--- src/hw/rtl/ddssc_pkg.sv ---
// ---------------------------------------------------------------------------
// Differential drive speed and steering control package
// Shared widths, register indexes, state codes and the pulse and duty tables.
// ---------------------------------------------------------------------------
package ddssc_pkg;

    // Parameter defaults
    localparam int COUNT_WIDTH_DEF      = 32;
    localparam int SAMPLE_PERIOD_MS_DEF = 100;

    // Port field widths
    localparam int COUNT_FIELD_W = 32;
    localparam int SPEED_W       = 32;
    localparam int CMD_W         = 8;
    localparam int PULSE_W       = 11;
    localparam int DUTY_W        = 13;

    // Configuration register widths and port shape
    localparam int TGT_W      = 14;
    localparam int PCT_W      = 7;
    localparam int DIV_W      = 10;
    localparam int CFG_IDX_W  = 3;
    localparam int CFG_DATA_W = 14;

    localparam logic [CFG_IDX_W-1:0] REG_TARGET_SPEED    = 3'd0;
    localparam logic [CFG_IDX_W-1:0] REG_SPEED_TOLERANCE = 3'd1;
    localparam logic [CFG_IDX_W-1:0] REG_COMMAND_STEP    = 3'd2;
    localparam logic [CFG_IDX_W-1:0] REG_INITIAL_COMMAND = 3'd3;
    localparam logic [CFG_IDX_W-1:0] REG_MAX_COMMAND     = 3'd4;
    localparam logic [CFG_IDX_W-1:0] REG_STEER_DIVISOR   = 3'd5;
    localparam logic [CFG_IDX_W-1:0] REG_STEER_LIMIT     = 3'd6;

    localparam logic [TGT_W-1:0] RST_TARGET_SPEED    = 14'd250;
    localparam logic [TGT_W-1:0] RST_SPEED_TOLERANCE = 14'd10;
    localparam logic [PCT_W-1:0] RST_COMMAND_STEP    = 7'd2;
    localparam logic [PCT_W-1:0] RST_INITIAL_COMMAND = 7'd20;
    localparam logic [PCT_W-1:0] RST_MAX_COMMAND     = 7'd80;
    localparam logic [DIV_W-1:0] RST_STEER_DIVISOR   = 10'd40;
    localparam logic [PCT_W-1:0] RST_STEER_LIMIT     = 7'd25;

    // Speed scaling: ticks per period times MS_PER_S, one multiplier bit per window tap
    localparam int MS_PER_S = 1000;
    localparam int MUL_W    = $clog2(MS_PER_S + 1);
    localparam logic [MUL_W-1:0] MS_PER_S_BITS = MUL_W'(MS_PER_S);
    localparam int SUM_W    = $clog2(2 * MUL_W + 1);

    // Servo mapping
    localparam int PCT_LIMIT = 100;
    localparam int PULSE_MID = 1500;
    localparam int PULSE_LO  = 1100;
    localparam int PULSE_HI  = 1900;
    localparam int PERIOD_US = 20000;
    localparam int DUTY_FULL = ((1 << 16) - 1);

    localparam int LUT_N = 2 * PCT_LIMIT + 1;

    typedef logic [LUT_N-1:0][PULSE_W-1:0] pulse_lut_t;
    typedef logic [LUT_N-1:0][DUTY_W-1:0]  duty_lut_t;

    function automatic int pulse_of(int pct);
        if (pct >= 0) begin
            return PULSE_MID + ((PULSE_HI - PULSE_MID) * pct) / PCT_LIMIT;
        end
        return PULSE_MID + ((PULSE_MID - PULSE_LO) * pct) / PCT_LIMIT;
    endfunction

    function automatic pulse_lut_t build_pulse_lut();
        pulse_lut_t lut;
        for (int i = 0; i < LUT_N; i++) begin
            lut[i] = PULSE_W'(pulse_of(i - PCT_LIMIT));
        end
        return lut;
    endfunction

    function automatic duty_lut_t build_duty_lut();
        duty_lut_t lut;
        for (int i = 0; i < LUT_N; i++) begin
            lut[i] = DUTY_W'((pulse_of(i - PCT_LIMIT) * DUTY_FULL) / PERIOD_US);
        end
        return lut;
    endfunction

    // Both tables are indexed by the percent plus PCT_LIMIT.
    localparam pulse_lut_t PULSE_LUT = build_pulse_lut();
    localparam duty_lut_t  DUTY_LUT  = build_duty_lut();

    typedef enum logic [8:0] {
        S_IDLE  = 9'b000000001,
        S_PREP  = 9'b000000010,
        S_MUL   = 9'b000000100,
        S_DIV   = 9'b000001000,
        S_SPEED = 9'b000010000,
        S_BASE  = 9'b000100000,
        S_STEER = 9'b001000000,
        S_CMD   = 9'b010000000,
        S_FIN   = 9'b100000000
    } state_t;

endpackage

--- src/hw/rtl/differential_drive_speed_steer_control.sv ---
// ---------------------------------------------------------------------------
// Differential drive speed and steering control
// Wheel speed measurement, base command stepping, straight-line steering and
// servo pulse and duty mapping for one encoder sample per control period.
// ---------------------------------------------------------------------------
// One encoder sample is taken per transfer and one result transfer follows it.
// The block works on one sample at a time, and a rebase item skips the steering
// steps. The work is done by a bit-serial datapath: both wheels run side by side
// through a constant multiplier by 1000 and a restoring divider, and the steering
// term then reuses the left divider lane. A new sample is taken as soon as the
// block is back in idle, even while the previous result still waits in the
// output register.
module differential_drive_speed_steer_control #(
    parameter int COUNT_WIDTH      = ddssc_pkg::COUNT_WIDTH_DEF,
    parameter int SAMPLE_PERIOD_MS = ddssc_pkg::SAMPLE_PERIOD_MS_DEF
) (
    input  logic                                aclk,
    input  logic                                aresetn,
    // Configuration write port
    input  logic                                cfg_wr_en,
    input  logic [ddssc_pkg::CFG_IDX_W-1:0]     cfg_index,
    input  logic [ddssc_pkg::CFG_DATA_W-1:0]    cfg_wdata,
    // Sample input
    input  logic                                s_tvalid,
    output logic                                s_tready,
    input  logic [63:0]                         s_tdata,  // left_count, right_count
    input  logic                                s_tuser,  // rebase
    // Result output
    output logic                                m_tvalid,
    input  logic                                m_tready,
    // left_command, right_command, left_pulse_width, right_pulse_width,
    // left_duty, right_duty, left_speed, right_speed
    output logic [127:0]                        m_tdata
);

    localparam int W      = COUNT_WIDTH;
    localparam int PROD_W = W + ddssc_pkg::MUL_W;
    localparam int QX_W   = (PROD_W > ddssc_pkg::SPEED_W) ? PROD_W : ddssc_pkg::SPEED_W;
    localparam int CNT_W  = $clog2(PROD_W);
    localparam int ERR_W  = ddssc_pkg::SPEED_W + 2;
    localparam int CW9    = ddssc_pkg::CMD_W + 1;
    localparam int DIV_W  = ddssc_pkg::DIV_W;
    localparam int PCT_W  = ddssc_pkg::PCT_W;
    localparam int CMD_W  = ddssc_pkg::CMD_W;
    localparam int SPD_W  = ddssc_pkg::SPEED_W;
    localparam int CRY_W  = ddssc_pkg::SUM_W - 1;

    function automatic logic [PCT_W-1:0] cap_pct(logic [PCT_W-1:0] v);
        return (v > PCT_W'(ddssc_pkg::PCT_LIMIT)) ? PCT_W'(ddssc_pkg::PCT_LIMIT) : v;
    endfunction

    // Control state
    ddssc_pkg::state_t state_reg, state_next;
    logic [CNT_W-1:0]  cnt_reg, cnt_next;
    logic              m_tvalid_reg, m_tvalid_next;

    logic [ddssc_pkg::TGT_W-1:0] target_reg, target_next;
    logic [ddssc_pkg::TGT_W-1:0] tol_reg, tol_next;
    logic [PCT_W-1:0]            step_reg, step_next;
    logic [PCT_W-1:0]            init_reg, init_next;
    logic [PCT_W-1:0]            max_reg, max_next;
    logic [DIV_W-1:0]            sdiv_reg, sdiv_next;
    logic [PCT_W-1:0]            slim_reg, slim_next;

    logic [W-1:0]              prev_reg [2];
    logic [W-1:0]              prev_next [2];
    logic [W-1:0]              start_reg [2];
    logic [W-1:0]              start_next [2];
    logic signed [CMD_W-1:0]   base_reg [2];
    logic signed [CMD_W-1:0]   base_next [2];

    // Datapath (lane 0 is the left wheel, lane 1 the right)
    logic                      rebase_reg, rebase_next;
    logic [W-1:0]              cur_reg [2];
    logic [W-1:0]              cur_next [2];
    logic [W-1:0]              dist_reg [2];
    logic [W-1:0]              dist_next [2];
    logic                      neg_reg [2];
    logic                      neg_next [2];
    logic [W-1:0]              mcand_reg [2];
    logic [W-1:0]              mcand_next [2];
    logic [ddssc_pkg::MUL_W-1:0] win_reg [2];
    logic [ddssc_pkg::MUL_W-1:0] win_next [2];
    logic [CRY_W-1:0]          carry_reg [2];
    logic [CRY_W-1:0]          carry_next [2];
    logic [PROD_W-1:0]         dvd_reg [2];
    logic [PROD_W-1:0]         dvd_next [2];
    logic [DIV_W-1:0]          rem_reg [2];
    logic [DIV_W-1:0]          rem_next [2];
    logic [DIV_W-1:0]          div_reg, div_next;
    logic                      steer_neg_reg, steer_neg_next;
    logic signed [SPD_W-1:0]   speed_reg [2];
    logic signed [SPD_W-1:0]   speed_next [2];
    logic signed [CMD_W-1:0]   cmd_reg [2];
    logic signed [CMD_W-1:0]   cmd_next [2];
    logic [127:0]              m_tdata_reg, m_tdata_next;

    // Per-lane serial step results
    logic [ddssc_pkg::MUL_W-1:0] mul_win [2];
    logic [ddssc_pkg::SUM_W-1:0] mul_sum [2];
    logic [DIV_W:0]              div_t [2];
    logic                        div_ge [2];
    logic [DIV_W-1:0]            div_rem [2];

    always_comb begin
        for (int i = 0; i < 2; i++) begin
            mul_win[i] = {win_reg[i][ddssc_pkg::MUL_W-2:0], mcand_reg[i][0]};
            mul_sum[i] = ddssc_pkg::SUM_W'($countones(mul_win[i] & ddssc_pkg::MS_PER_S_BITS))
                       + ddssc_pkg::SUM_W'(carry_reg[i]);
            div_t[i]   = {rem_reg[i], dvd_reg[i][PROD_W-1]};
            div_ge[i]  = (div_t[i] >= {1'b0, div_reg});
            div_rem[i] = div_ge[i] ? DIV_W'(div_t[i] - {1'b0, div_reg}) : div_t[i][DIV_W-1:0];
        end
    end

    assign s_tready = (state_reg == ddssc_pkg::S_IDLE);
    assign m_tvalid = m_tvalid_reg;
    assign m_tdata  = m_tdata_reg;

    always_comb begin
        logic [W-1:0]              diff;
        logic [QX_W-1:0]           qx;
        logic                      sat;
        logic [SPD_W-2:0]          mag;
        logic [W:0]                dsum;
        logic [W:0]                dmag;
        logic [PCT_W-1:0]          mx;
        logic signed [ERR_W-1:0]   tgt_x;
        logic signed [ERR_W-1:0]   spd_x;
        logic signed [ERR_W-1:0]   err;
        logic [ERR_W-1:0]          err_mag;
        logic signed [CW9-1:0]     b9;
        logic signed [CW9-1:0]     mx9;
        logic signed [CW9-1:0]     steer9;
        logic signed [CW9-1:0]     c9;
        logic [PCT_W-1:0]          steer_mag;
        logic [CMD_W-1:0]          idx_l;
        logic [CMD_W-1:0]          idx_r;

        state_next     = state_reg;
        cnt_next       = cnt_reg;
        m_tvalid_next  = m_tvalid_reg;
        target_next    = target_reg;
        tol_next       = tol_reg;
        step_next      = step_reg;
        init_next      = init_reg;
        max_next       = max_reg;
        sdiv_next      = sdiv_reg;
        slim_next      = slim_reg;
        rebase_next    = rebase_reg;
        div_next       = div_reg;
        steer_neg_next = steer_neg_reg;
        m_tdata_next   = m_tdata_reg;
        for (int i = 0; i < 2; i++) begin
            prev_next[i]  = prev_reg[i];
            start_next[i] = start_reg[i];
            base_next[i]  = base_reg[i];
            cur_next[i]   = cur_reg[i];
            dist_next[i]  = dist_reg[i];
            neg_next[i]   = neg_reg[i];
            mcand_next[i] = mcand_reg[i];
            win_next[i]   = win_reg[i];
            carry_next[i] = carry_reg[i];
            dvd_next[i]   = dvd_reg[i];
            rem_next[i]   = rem_reg[i];
            speed_next[i] = speed_reg[i];
            cmd_next[i]   = cmd_reg[i];
        end

        mx      = cap_pct(max_reg);
        mx9     = -CW9'(mx);
        mx9     = -mx9;
        tgt_x   = ERR_W'(target_reg);
        diff    = '0;
        qx      = '0;
        sat     = 1'b0;
        mag     = '0;
        dsum    = '0;
        dmag    = '0;
        spd_x   = '0;
        err     = '0;
        err_mag = '0;
        b9      = '0;
        steer9  = '0;
        c9      = '0;
        steer_mag = '0;
        idx_l   = '0;
        idx_r   = '0;

        if (cfg_wr_en) begin
            unique case (cfg_index)
                ddssc_pkg::REG_TARGET_SPEED:    target_next = cfg_wdata;
                ddssc_pkg::REG_SPEED_TOLERANCE: tol_next    = cfg_wdata;
                ddssc_pkg::REG_COMMAND_STEP:    step_next   = cfg_wdata[PCT_W-1:0];
                ddssc_pkg::REG_INITIAL_COMMAND: init_next   = cfg_wdata[PCT_W-1:0];
                ddssc_pkg::REG_MAX_COMMAND:     max_next    = cfg_wdata[PCT_W-1:0];
                ddssc_pkg::REG_STEER_DIVISOR:   sdiv_next   = cfg_wdata[DIV_W-1:0];
                ddssc_pkg::REG_STEER_LIMIT:     slim_next   = cfg_wdata[PCT_W-1:0];
                default: ;
            endcase
        end

        if (m_tvalid_reg && m_tready) begin
            m_tvalid_next = 1'b0;
        end

        unique case (state_reg)
            ddssc_pkg::S_IDLE: begin
                if (s_tvalid) begin
                    rebase_next = s_tuser;
                    cur_next[0] = s_tdata[W-1:0];
                    cur_next[1] = s_tdata[ddssc_pkg::COUNT_FIELD_W +: W];
                    state_next  = ddssc_pkg::S_PREP;
                end
            end
            ddssc_pkg::S_PREP: begin
                for (int i = 0; i < 2; i++) begin
                    diff          = cur_reg[i] - prev_reg[i];
                    neg_next[i]   = diff[W-1];
                    mcand_next[i] = diff[W-1] ? -diff : diff;
                    prev_next[i]  = cur_reg[i];
                    dist_next[i]  = cur_reg[i] - start_reg[i];
                    win_next[i]   = '0;
                    carry_next[i] = '0;
                    if (rebase_reg) begin
                        start_next[i] = cur_reg[i];
                    end
                end
                if (rebase_reg) begin
                    base_next[0] = -CMD_W'(cap_pct(init_reg));
                    base_next[1] = CMD_W'(cap_pct(init_reg));
                end
                cnt_next   = '0;
                state_next = ddssc_pkg::S_MUL;
            end
            ddssc_pkg::S_MUL: begin
                // Product bits come out LSB first and fill the divider register from the top.
                for (int i = 0; i < 2; i++) begin
                    win_next[i]   = mul_win[i];
                    carry_next[i] = mul_sum[i][ddssc_pkg::SUM_W-1:1];
                    mcand_next[i] = mcand_reg[i] >> 1;
                    dvd_next[i]   = {mul_sum[i][0], dvd_reg[i][PROD_W-1:1]};
                    rem_next[i]   = '0;
                end
                div_next = DIV_W'(SAMPLE_PERIOD_MS);
                cnt_next = cnt_reg + 1'b1;
                if (cnt_reg == CNT_W'(PROD_W - 1)) begin
                    cnt_next   = '0;
                    state_next = ddssc_pkg::S_DIV;
                end
            end
            ddssc_pkg::S_DIV: begin
                for (int i = 0; i < 2; i++) begin
                    rem_next[i] = div_rem[i];
                    dvd_next[i] = {dvd_reg[i][PROD_W-2:0], div_ge[i]};
                end
                cnt_next = cnt_reg + 1'b1;
                if (cnt_reg == CNT_W'(PROD_W - 1)) begin
                    cnt_next   = '0;
                    state_next = ddssc_pkg::S_SPEED;
                end
            end
            ddssc_pkg::S_SPEED: begin
                for (int i = 0; i < 2; i++) begin
                    qx  = QX_W'(dvd_reg[i]);
                    sat = |qx[QX_W-1:SPD_W-1];
                    mag = sat ? {(SPD_W-1){1'b1}} : qx[SPD_W-2:0];
                    speed_next[i] = neg_reg[i] ? -{1'b0, mag} : {1'b0, mag};
                end
                if (rebase_reg) begin
                    cmd_next[0] = '0;
                    cmd_next[1] = '0;
                    state_next  = ddssc_pkg::S_FIN;
                end else begin
                    state_next  = ddssc_pkg::S_BASE;
                end
            end
            ddssc_pkg::S_BASE: begin
                // The left wheel chases minus the target and stays in [-max, 0].
                for (int i = 0; i < 2; i++) begin
                    spd_x   = ERR_W'(speed_reg[i]);
                    err     = (i == 0) ? (-tgt_x - spd_x) : (tgt_x - spd_x);
                    err_mag = err[ERR_W-1] ? ERR_W'(-err) : ERR_W'(err);
                    b9      = CW9'(base_reg[i]);
                    if (err_mag > ERR_W'(tol_reg)) begin
                        b9 = err[ERR_W-1] ? (b9 - CW9'(step_reg)) : (b9 + CW9'(step_reg));
                    end
                    if (i == 0) begin
                        if (b9 > 0) begin
                            b9 = '0;
                        end else if (b9 < -mx9) begin
                            b9 = -mx9;
                        end
                    end else begin
                        if (b9 > mx9) begin
                            b9 = mx9;
                        end else if (b9 < 0) begin
                            b9 = '0;
                        end
                    end
                    base_next[i] = CMD_W'(b9);
                end
                // Distance difference is minus the sum of both travelled counts.
                dsum = {dist_reg[0][W-1], dist_reg[0]} + {dist_reg[1][W-1], dist_reg[1]};
                dmag = dsum[W] ? -dsum : dsum;
                steer_neg_next = !dsum[W] && (dsum != '0);
                dvd_next[0] = PROD_W'(dmag) << (PROD_W - W - 1);
                rem_next[0] = '0;
                div_next    = (sdiv_reg == '0) ? DIV_W'(1) : sdiv_reg;
                cnt_next    = '0;
                state_next  = ddssc_pkg::S_STEER;
            end
            ddssc_pkg::S_STEER: begin
                rem_next[0] = div_rem[0];
                dvd_next[0] = {dvd_reg[0][PROD_W-2:0], div_ge[0]};
                cnt_next    = cnt_reg + 1'b1;
                if (cnt_reg == CNT_W'(W)) begin
                    cnt_next   = '0;
                    state_next = ddssc_pkg::S_CMD;
                end
            end
            ddssc_pkg::S_CMD: begin
                steer_mag = (dvd_reg[0] > PROD_W'(slim_reg)) ? slim_reg : dvd_reg[0][PCT_W-1:0];
                steer9    = steer_neg_reg ? -CW9'(steer_mag) : CW9'(steer_mag);
                for (int i = 0; i < 2; i++) begin
                    c9 = (i == 0) ? (CW9'(base_reg[i]) - steer9) : (CW9'(base_reg[i]) + steer9);
                    if (c9 > mx9) begin
                        c9 = mx9;
                    end else if (c9 < -mx9) begin
                        c9 = -mx9;
                    end
                    cmd_next[i] = CMD_W'(c9);
                end
                state_next = ddssc_pkg::S_FIN;
            end
            ddssc_pkg::S_FIN: begin
                if (!m_tvalid_reg || m_tready) begin
                    idx_l = CMD_W'(cmd_reg[0]) + CMD_W'(ddssc_pkg::PCT_LIMIT);
                    idx_r = CMD_W'(cmd_reg[1]) + CMD_W'(ddssc_pkg::PCT_LIMIT);
                    m_tdata_next = {speed_reg[1], speed_reg[0],
                                    ddssc_pkg::DUTY_LUT[idx_r], ddssc_pkg::DUTY_LUT[idx_l],
                                    ddssc_pkg::PULSE_LUT[idx_r], ddssc_pkg::PULSE_LUT[idx_l],
                                    cmd_reg[1], cmd_reg[0]};
                    m_tvalid_next = 1'b1;
                    state_next    = ddssc_pkg::S_IDLE;
                end
            end
            default: begin
                state_next = ddssc_pkg::S_IDLE;
            end
        endcase
    end

    // Control and state registers
    always_ff @(posedge aclk) begin
        if (!aresetn) begin
            state_reg    <= ddssc_pkg::S_IDLE;
            cnt_reg      <= '0;
            m_tvalid_reg <= 1'b0;
            target_reg   <= ddssc_pkg::RST_TARGET_SPEED;
            tol_reg      <= ddssc_pkg::RST_SPEED_TOLERANCE;
            step_reg     <= ddssc_pkg::RST_COMMAND_STEP;
            init_reg     <= ddssc_pkg::RST_INITIAL_COMMAND;
            max_reg      <= ddssc_pkg::RST_MAX_COMMAND;
            sdiv_reg     <= ddssc_pkg::RST_STEER_DIVISOR;
            slim_reg     <= ddssc_pkg::RST_STEER_LIMIT;
            base_reg[0]  <= -CMD_W'(ddssc_pkg::RST_INITIAL_COMMAND);
            base_reg[1]  <= CMD_W'(ddssc_pkg::RST_INITIAL_COMMAND);
            for (int i = 0; i < 2; i++) begin
                prev_reg[i]  <= '0;
                start_reg[i] <= '0;
            end
        end else begin
            state_reg    <= state_next;
            cnt_reg      <= cnt_next;
            m_tvalid_reg <= m_tvalid_next;
            target_reg   <= target_next;
            tol_reg      <= tol_next;
            step_reg     <= step_next;
            init_reg     <= init_next;
            max_reg      <= max_next;
            sdiv_reg     <= sdiv_next;
            slim_reg     <= slim_next;
            for (int i = 0; i < 2; i++) begin
                base_reg[i]  <= base_next[i];
                prev_reg[i]  <= prev_next[i];
                start_reg[i] <= start_next[i];
            end
        end
    end

    // Payload registers
    always_ff @(posedge aclk) begin
        rebase_reg    <= rebase_next;
        div_reg       <= div_next;
        steer_neg_reg <= steer_neg_next;
        m_tdata_reg   <= m_tdata_next;
        for (int i = 0; i < 2; i++) begin
            cur_reg[i]   <= cur_next[i];
            dist_reg[i]  <= dist_next[i];
            neg_reg[i]   <= neg_next[i];
            mcand_reg[i] <= mcand_next[i];
            win_reg[i]   <= win_next[i];
            carry_reg[i] <= carry_next[i];
            dvd_reg[i]   <= dvd_next[i];
            rem_reg[i]   <= rem_next[i];
            speed_reg[i] <= speed_next[i];
            cmd_reg[i]   <= cmd_next[i];
        end
    end

    // A result is only ever offered straight out of the finishing state.
    a_out_from_fin: assert property (@(posedge aclk) disable iff (!aresetn)
        $rose(m_tvalid) |-> $past(state_reg == ddssc_pkg::S_FIN))
        else $error("result offered outside the finishing state");

    // Only one sample is in flight at a time.
    a_one_in_flight: assert property (@(posedge aclk) disable iff (!aresetn)
        (s_tvalid && s_tready) |=> !s_tready)
        else $error("second sample taken while one is in flight");

    // A rebase result is neutral on both wheels.
    a_rebase_neutral: assert property (@(posedge aclk) disable iff (!aresetn)
        ($rose(m_tvalid) && rebase_reg) |-> (m_tdata[15:0] == 16'd0))
        else $error("rebase result is not neutral");

    // Final percents never leave the servo range.
    a_cmd_range: assert property (@(posedge aclk) disable iff (!aresetn)
        m_tvalid |-> (($signed(m_tdata[7:0]) <= 8'sd100) && ($signed(m_tdata[7:0]) >= -8'sd100)
                   && ($signed(m_tdata[15:8]) <= 8'sd100) && ($signed(m_tdata[15:8]) >= -8'sd100)))
        else $error("command percent out of range");

endmodule
--- config.mk ---
export PLATFORM = sky130hd
export DESIGN_NAME = differential_drive_speed_steer_control
export DESIGN_NICKNAME = d
export VERILOG_FILES = /design/src/hw/rtl/ddssc_pkg.sv /design/src/hw/rtl/differential_drive_speed_steer_control.sv
export SDC_FILE = /design/constraint.sdc
export NUM_CORES = 2
export LEC_CHECK = 0
export CAP_MARGIN = 20
export CORE_MARGIN = 10
export CORE_UTILIZATION = 45
export CTS_CLUSTER_DIAMETER = 150
export DETAILED_ROUTE_END_ITERATION = 6
export DONT_BUFFER_PORTS = 1
export MAX_ROUTING_LAYER = met4
export PLACE_DENSITY = 0.6
export SYNTH_ARGS = -nofsm -noshare
export SYNTH_HDL_FRONTEND = slang
export SYNTH_SLANG_ARGS = --single-unit
--- constraint.sdc ---
create_clock -name aclk -period 11 [get_ports aclk]
set_input_delay 1.65 -clock aclk [delete_from_list [all_inputs] [get_ports aclk]]
set_output_delay 1.65 -clock aclk [all_outputs]
set_load 0.03 [all_outputs]
* After elaboration in Yosys (flattened, before gate mapping) *
Memories as Yosys holds them, arrays and structs flattened. A register that Yosys moved wholly into a read port is not among the register bits.
Cells that the tools add are included.

operators by class
  mux-type cells = 76
  bitwise gates (word level) = 6
  reduce and logical (&&, ||, !) cells = 26
  $add $sub $neg = 43
  eq/ne operators = 22
  magnitude comparators = 17

operators with widths
  kind                                             count
  64-bit 2-to-1 mux                                6
  32-bit 2-to-1 mux                                10
  64-bit case mux with 2 select lines              1
  32-bit subtractor                                4
  42-bit case mux with 3 select lines              1
  9-bit 2-to-1 mux                                 13
  42-bit case mux with 2 select lines              1
  9-bit case mux with 9 select lines               1
  8-bit 2-to-1 mux                                 10
  34-bit by 14-bit > comparator with 1-bit output  2
  34-bit 2-to-1 mux                                2
  31-bit negator with 32-bit output                2
  32-bit negator                                   2
  16-bit case mux with 2 select lines              2
  31-bit 2-to-1 mux                                2
  10-bit case mux with 2 select lines              3
  42-bit by 7-bit > comparator with 1-bit output   1
  20-bit case mux with 2 select lines              1
  14-bit negator with 34-bit output                1
  33-bit negator with 34-bit output                1
  34-bit negator                                   1
  34-bit by 32-bit subtractor with 34-bit output   1
  32-bit by 32-bit adder with 33-bit output        1
  33-bit 2-to-1 mux                                1
  other kinds (61)                                 120

storage, ports and cells
  bits in registers = 222
  memory bits (read-only) = 12,288
  memories kept = 17
  bits in writable memories = 550
  logic and storage cells = 221

memory list
  memory            depth  bits a word  read ports  clocked after memory_dff  wr ports  line                                           source
  (name not given)  256    13           1           1                         0         differential_drive_speed_steer_control.sv:341  ddssc_pkg::DUTY_LUT[idx_r], ddssc_pkg::DUTY_LUT[idx_l],
  (name not given)  256    13           1           1                         0         differential_drive_speed_steer_control.sv:341
  (name not given)  256    11           1           1                         0         differential_drive_speed_steer_control.sv:342  ddssc_pkg::PULSE_LUT[idx_r], ddssc_pkg::PULSE_LUT[idx_l],
  (name not given)  256    11           1           1                         0         differential_drive_speed_steer_control.sv:342
  dvd_reg           2      42           2           0                         2         differential_drive_speed_steer_control.sv:86   logic [PROD_W-1:0] dvd_reg [2];
  cur_reg           2      32           2           0                         2         differential_drive_speed_steer_control.sv:74   logic [W-1:0] cur_reg [2];
  +11 memories      -      -            -           -                         -         -

* Longest topological paths before layout *
  word-level depth = 12
  mapped depth = 43
  gate-level depth less buffers = 40

* Worst setup path after synthesis *
Ideal clock, no wire load.

  path kind = register to register
  start point = reg state_reg[2]
  end point = mem base_reg[0][1]
  arrival time = 9,419 ps
  period minus slack after synthesis = 9,488 ps
  cell stages (with the launch flop) = 7
  path slack = 1,512 ps
  path through = dfxtp_1 nor4_1 nand2_1 nor4b_1 a21oi_1 a221o_1 a21oi_1

RTL lines
  what                      line                                           source
  start: declaration        differential_drive_speed_steer_control.sv:53   ddssc_pkg::state_t state_reg, state_next;
  start signal: assignment  differential_drive_speed_steer_control.sv:357  state_reg <= ddssc_pkg::S_IDLE;
  start signal: assignment  differential_drive_speed_steer_control.sv:374  state_reg <= state_next;
  end: declaration          differential_drive_speed_steer_control.sv:69   logic signed [CMD_W-1:0] base_reg [2];

==> impl_metrics.toml <==
[logic_synthesis]
ys.flop_type = "edfxtp_1"
synthDistinctLibCells = 124
synth_commonest_cells = "804 x nand2_1, 595 x a21oi_1, 538 x edfxtp_1"
yosysSeqAreaShare_pct = 37.7
synth_top_area_share_pct = 29.5
async_flop_share_pct = 0
netlist_area_mm2 = 0.0549
synth-edff-count = 538
ys_seq_elements = 764
syn_inst = 6256
synth_top_area_cell = "edfxtp_1"
yosys_warnings = 0
syn_area_per_cell_um2 = 8.77
synthTopCellsByArea = "edfxtp_1 29%, ha_1 9.1%, dfxtp_1 8.2%"
yosysMostFrequentCell = "nand2_1"

[grt]
gr-total-overflow = 0
grt_first_pass_wirelength_um = 244000
grt_max_degree = 110
grt_pass1_vias = 43067
antenna_found_initial = 5
grt.total_usage_pct = 22.6

[sta]
worst_pin_slew_ns = 1.26
drv_slew = 0
tns_ns = 0
hold_viol = 0
skew_ns = 0.0419
whs_ns = 0.431
period_needed_ns = 9.81
post-route-period-util_pct = 89.2
setup_viol = 0
timing.fmax_mhz = 102
slew_headroom_pct = 14.6
rsz0062_at_grt = "false"

[die]
start_util_pct = 45.2
rows = 128
fp.dieW_um = 369
dieArea_mm2 = 0.136
die_h_um = 369
coreArea_mm2 = 0.121
pin_count = 217

[critical_path]
startpoint_type = "flop"
slowest_delay_ns = 0.90
critPathKind = "reg2reg"
crit_fanout = 16
cp_common_cell = "o21ai_0"
cp.buffers_inverters = 2
required_ns = 11.57
cp_slowest_cell = "a21oi_1"
path_delay_family = "compound AO/OA/AOI/OAI gates"
end_kind = "flop"
crit_arrival_ns = 10.38
regToRegSetupSlack_ns = 1.19

[clock_network]
cts_hold_buf = 0
cts_root_buf = "clkbuf_16"
clkTransAtPathRegs_ns = 0.06
clk_latency_ns = 0.71
cts_setup_buffers = 0
numCtsBuffers = 90
clkSinkCount = 764
cts_buffer_depth = 3
cts_tree = "yes"
h-tree-depth = 3
post_cts_resized = 0

[drt]
wire_per_inst_um = 19.8
route.vias.total = 45674
route.met2.wl_um = 73700
drt_first_pass_iters = 6
top_layer = "met4"
drt_iter0_markers = 4052
via_per_inst = 5.83
drc = 0
drt-total-wl_um = 155000
drt-met1-wl_um = 69000
dr_wl_met3_um = 7910
ant_nets = 0

[status]
run_status = "complete, no violations"

[power_and_ir_drop]
p_per_area_mw_per_mm2 = 148
ir_drop_v = 0.000163
power_uw = 8800
power_leakage_uw = 0.0219

[final_layout]
final_util_pct = 49.0
nNetsFinal = 6641
largest_reg_flops = 122
area_growth_pct = 8.41
stdcell_count = 7838
drive_gt1_share_pct = 6.65

[placement]
place.gp.congestion = 0.925
numPortBuffers = 0
hpwl_um = 115000
dp.cells = 7663

[job]
cap_violations = 0

[hold_path]
hold_class = "reg2reg"
==> cell type report <==
cell class,count,area [um2]
Multi-Input combinational cell,4806,31500
Inverter,404,1520
Timing Repair Buffer,68,569
Tap cell,1625,2030
Antenna cell,2,5.00
Sequential cell,764,20700
Clock buffer,114,2490
Fill cell,11509,61900
Clock inverter,55,648
==> metrics by stage <==
| stage | setup WS (ns) | cell area (um2) |
|---|---|---|
| final | 1.19 | 59500 |
| after floorplan | 1.51 | 54900 |
| after detailed placement | 1.28 | 56200 |
| after global routing | 0.299 | 59500 |
| after global placement | 1.57 | 56200 |
| after CTS | 1.21 | 59400 |
==> placed cells by master, fill, tap and decap left out, types with 79 or more instances in the layout <==
cell       count
nor3_1       149
nand3_1      145
a21o_1        85
nor2_1       460
a21oi_1      595
inv_1        396
dfxtp_1      226
clkbuf_16     92
a211oi_1      80
xnor2_1      240
xor2_1       147
edfxtp_1     538
o21ai_0      390
ha_1         396
nand2b_1      79
nand2_1      802
==> worst paths after layout <==
| check | cells after the start | start | endpoint |
|---|---|---|---|
| worst max-delay path | 39 | target_reg[0]$_SDFFE_PN0P_ | base_reg[0][14]$_SDFFE_PN0P_ |
| worst min-delay path | 0 | speed_reg[0][45]$_DFFE_PP_ | m_tdata[109]$_DFFE_PP_ |
| worst max register to register | 39 | target_reg[0]$_SDFFE_PN0P_ | base_reg[0][14]$_SDFFE_PN0P_ |
| worst min register to register | 0 | speed_reg[0][45]$_DFFE_PP_ | m_tdata[109]$_DFFE_PP_ |
==> kinds of logic after synthesis <==
family	count (synthesis)	share of synthesized area (%)
other cells	2	0.0137
mux	110	2.41
flops	764	37.7
buf+inv	690	5.10
simple gates	2123	18.3
xor+xnor	395	6.32
compound gates	1752	20.3
fa+ha+maj	420	9.87
==> metal layers <==
| metal | vias to the layer above | track usage (%) |
|---|---|---|
| met5 | - | - |
| met4 | 0 | 6.90 |
| met3 | 233 | 3.00 |
| met2 | 1220 | 37.3 |
| met1 | 21740 | 28.8 |
| li1 | 22481 | - |
==> power breakdown <==
part           switching [uW]  total (uW)  internal, uW
logic                    1270        2160           884
clock network            1280        3180          1900
registers                 132        3470          3340
(Power assumes the default switching activity.)
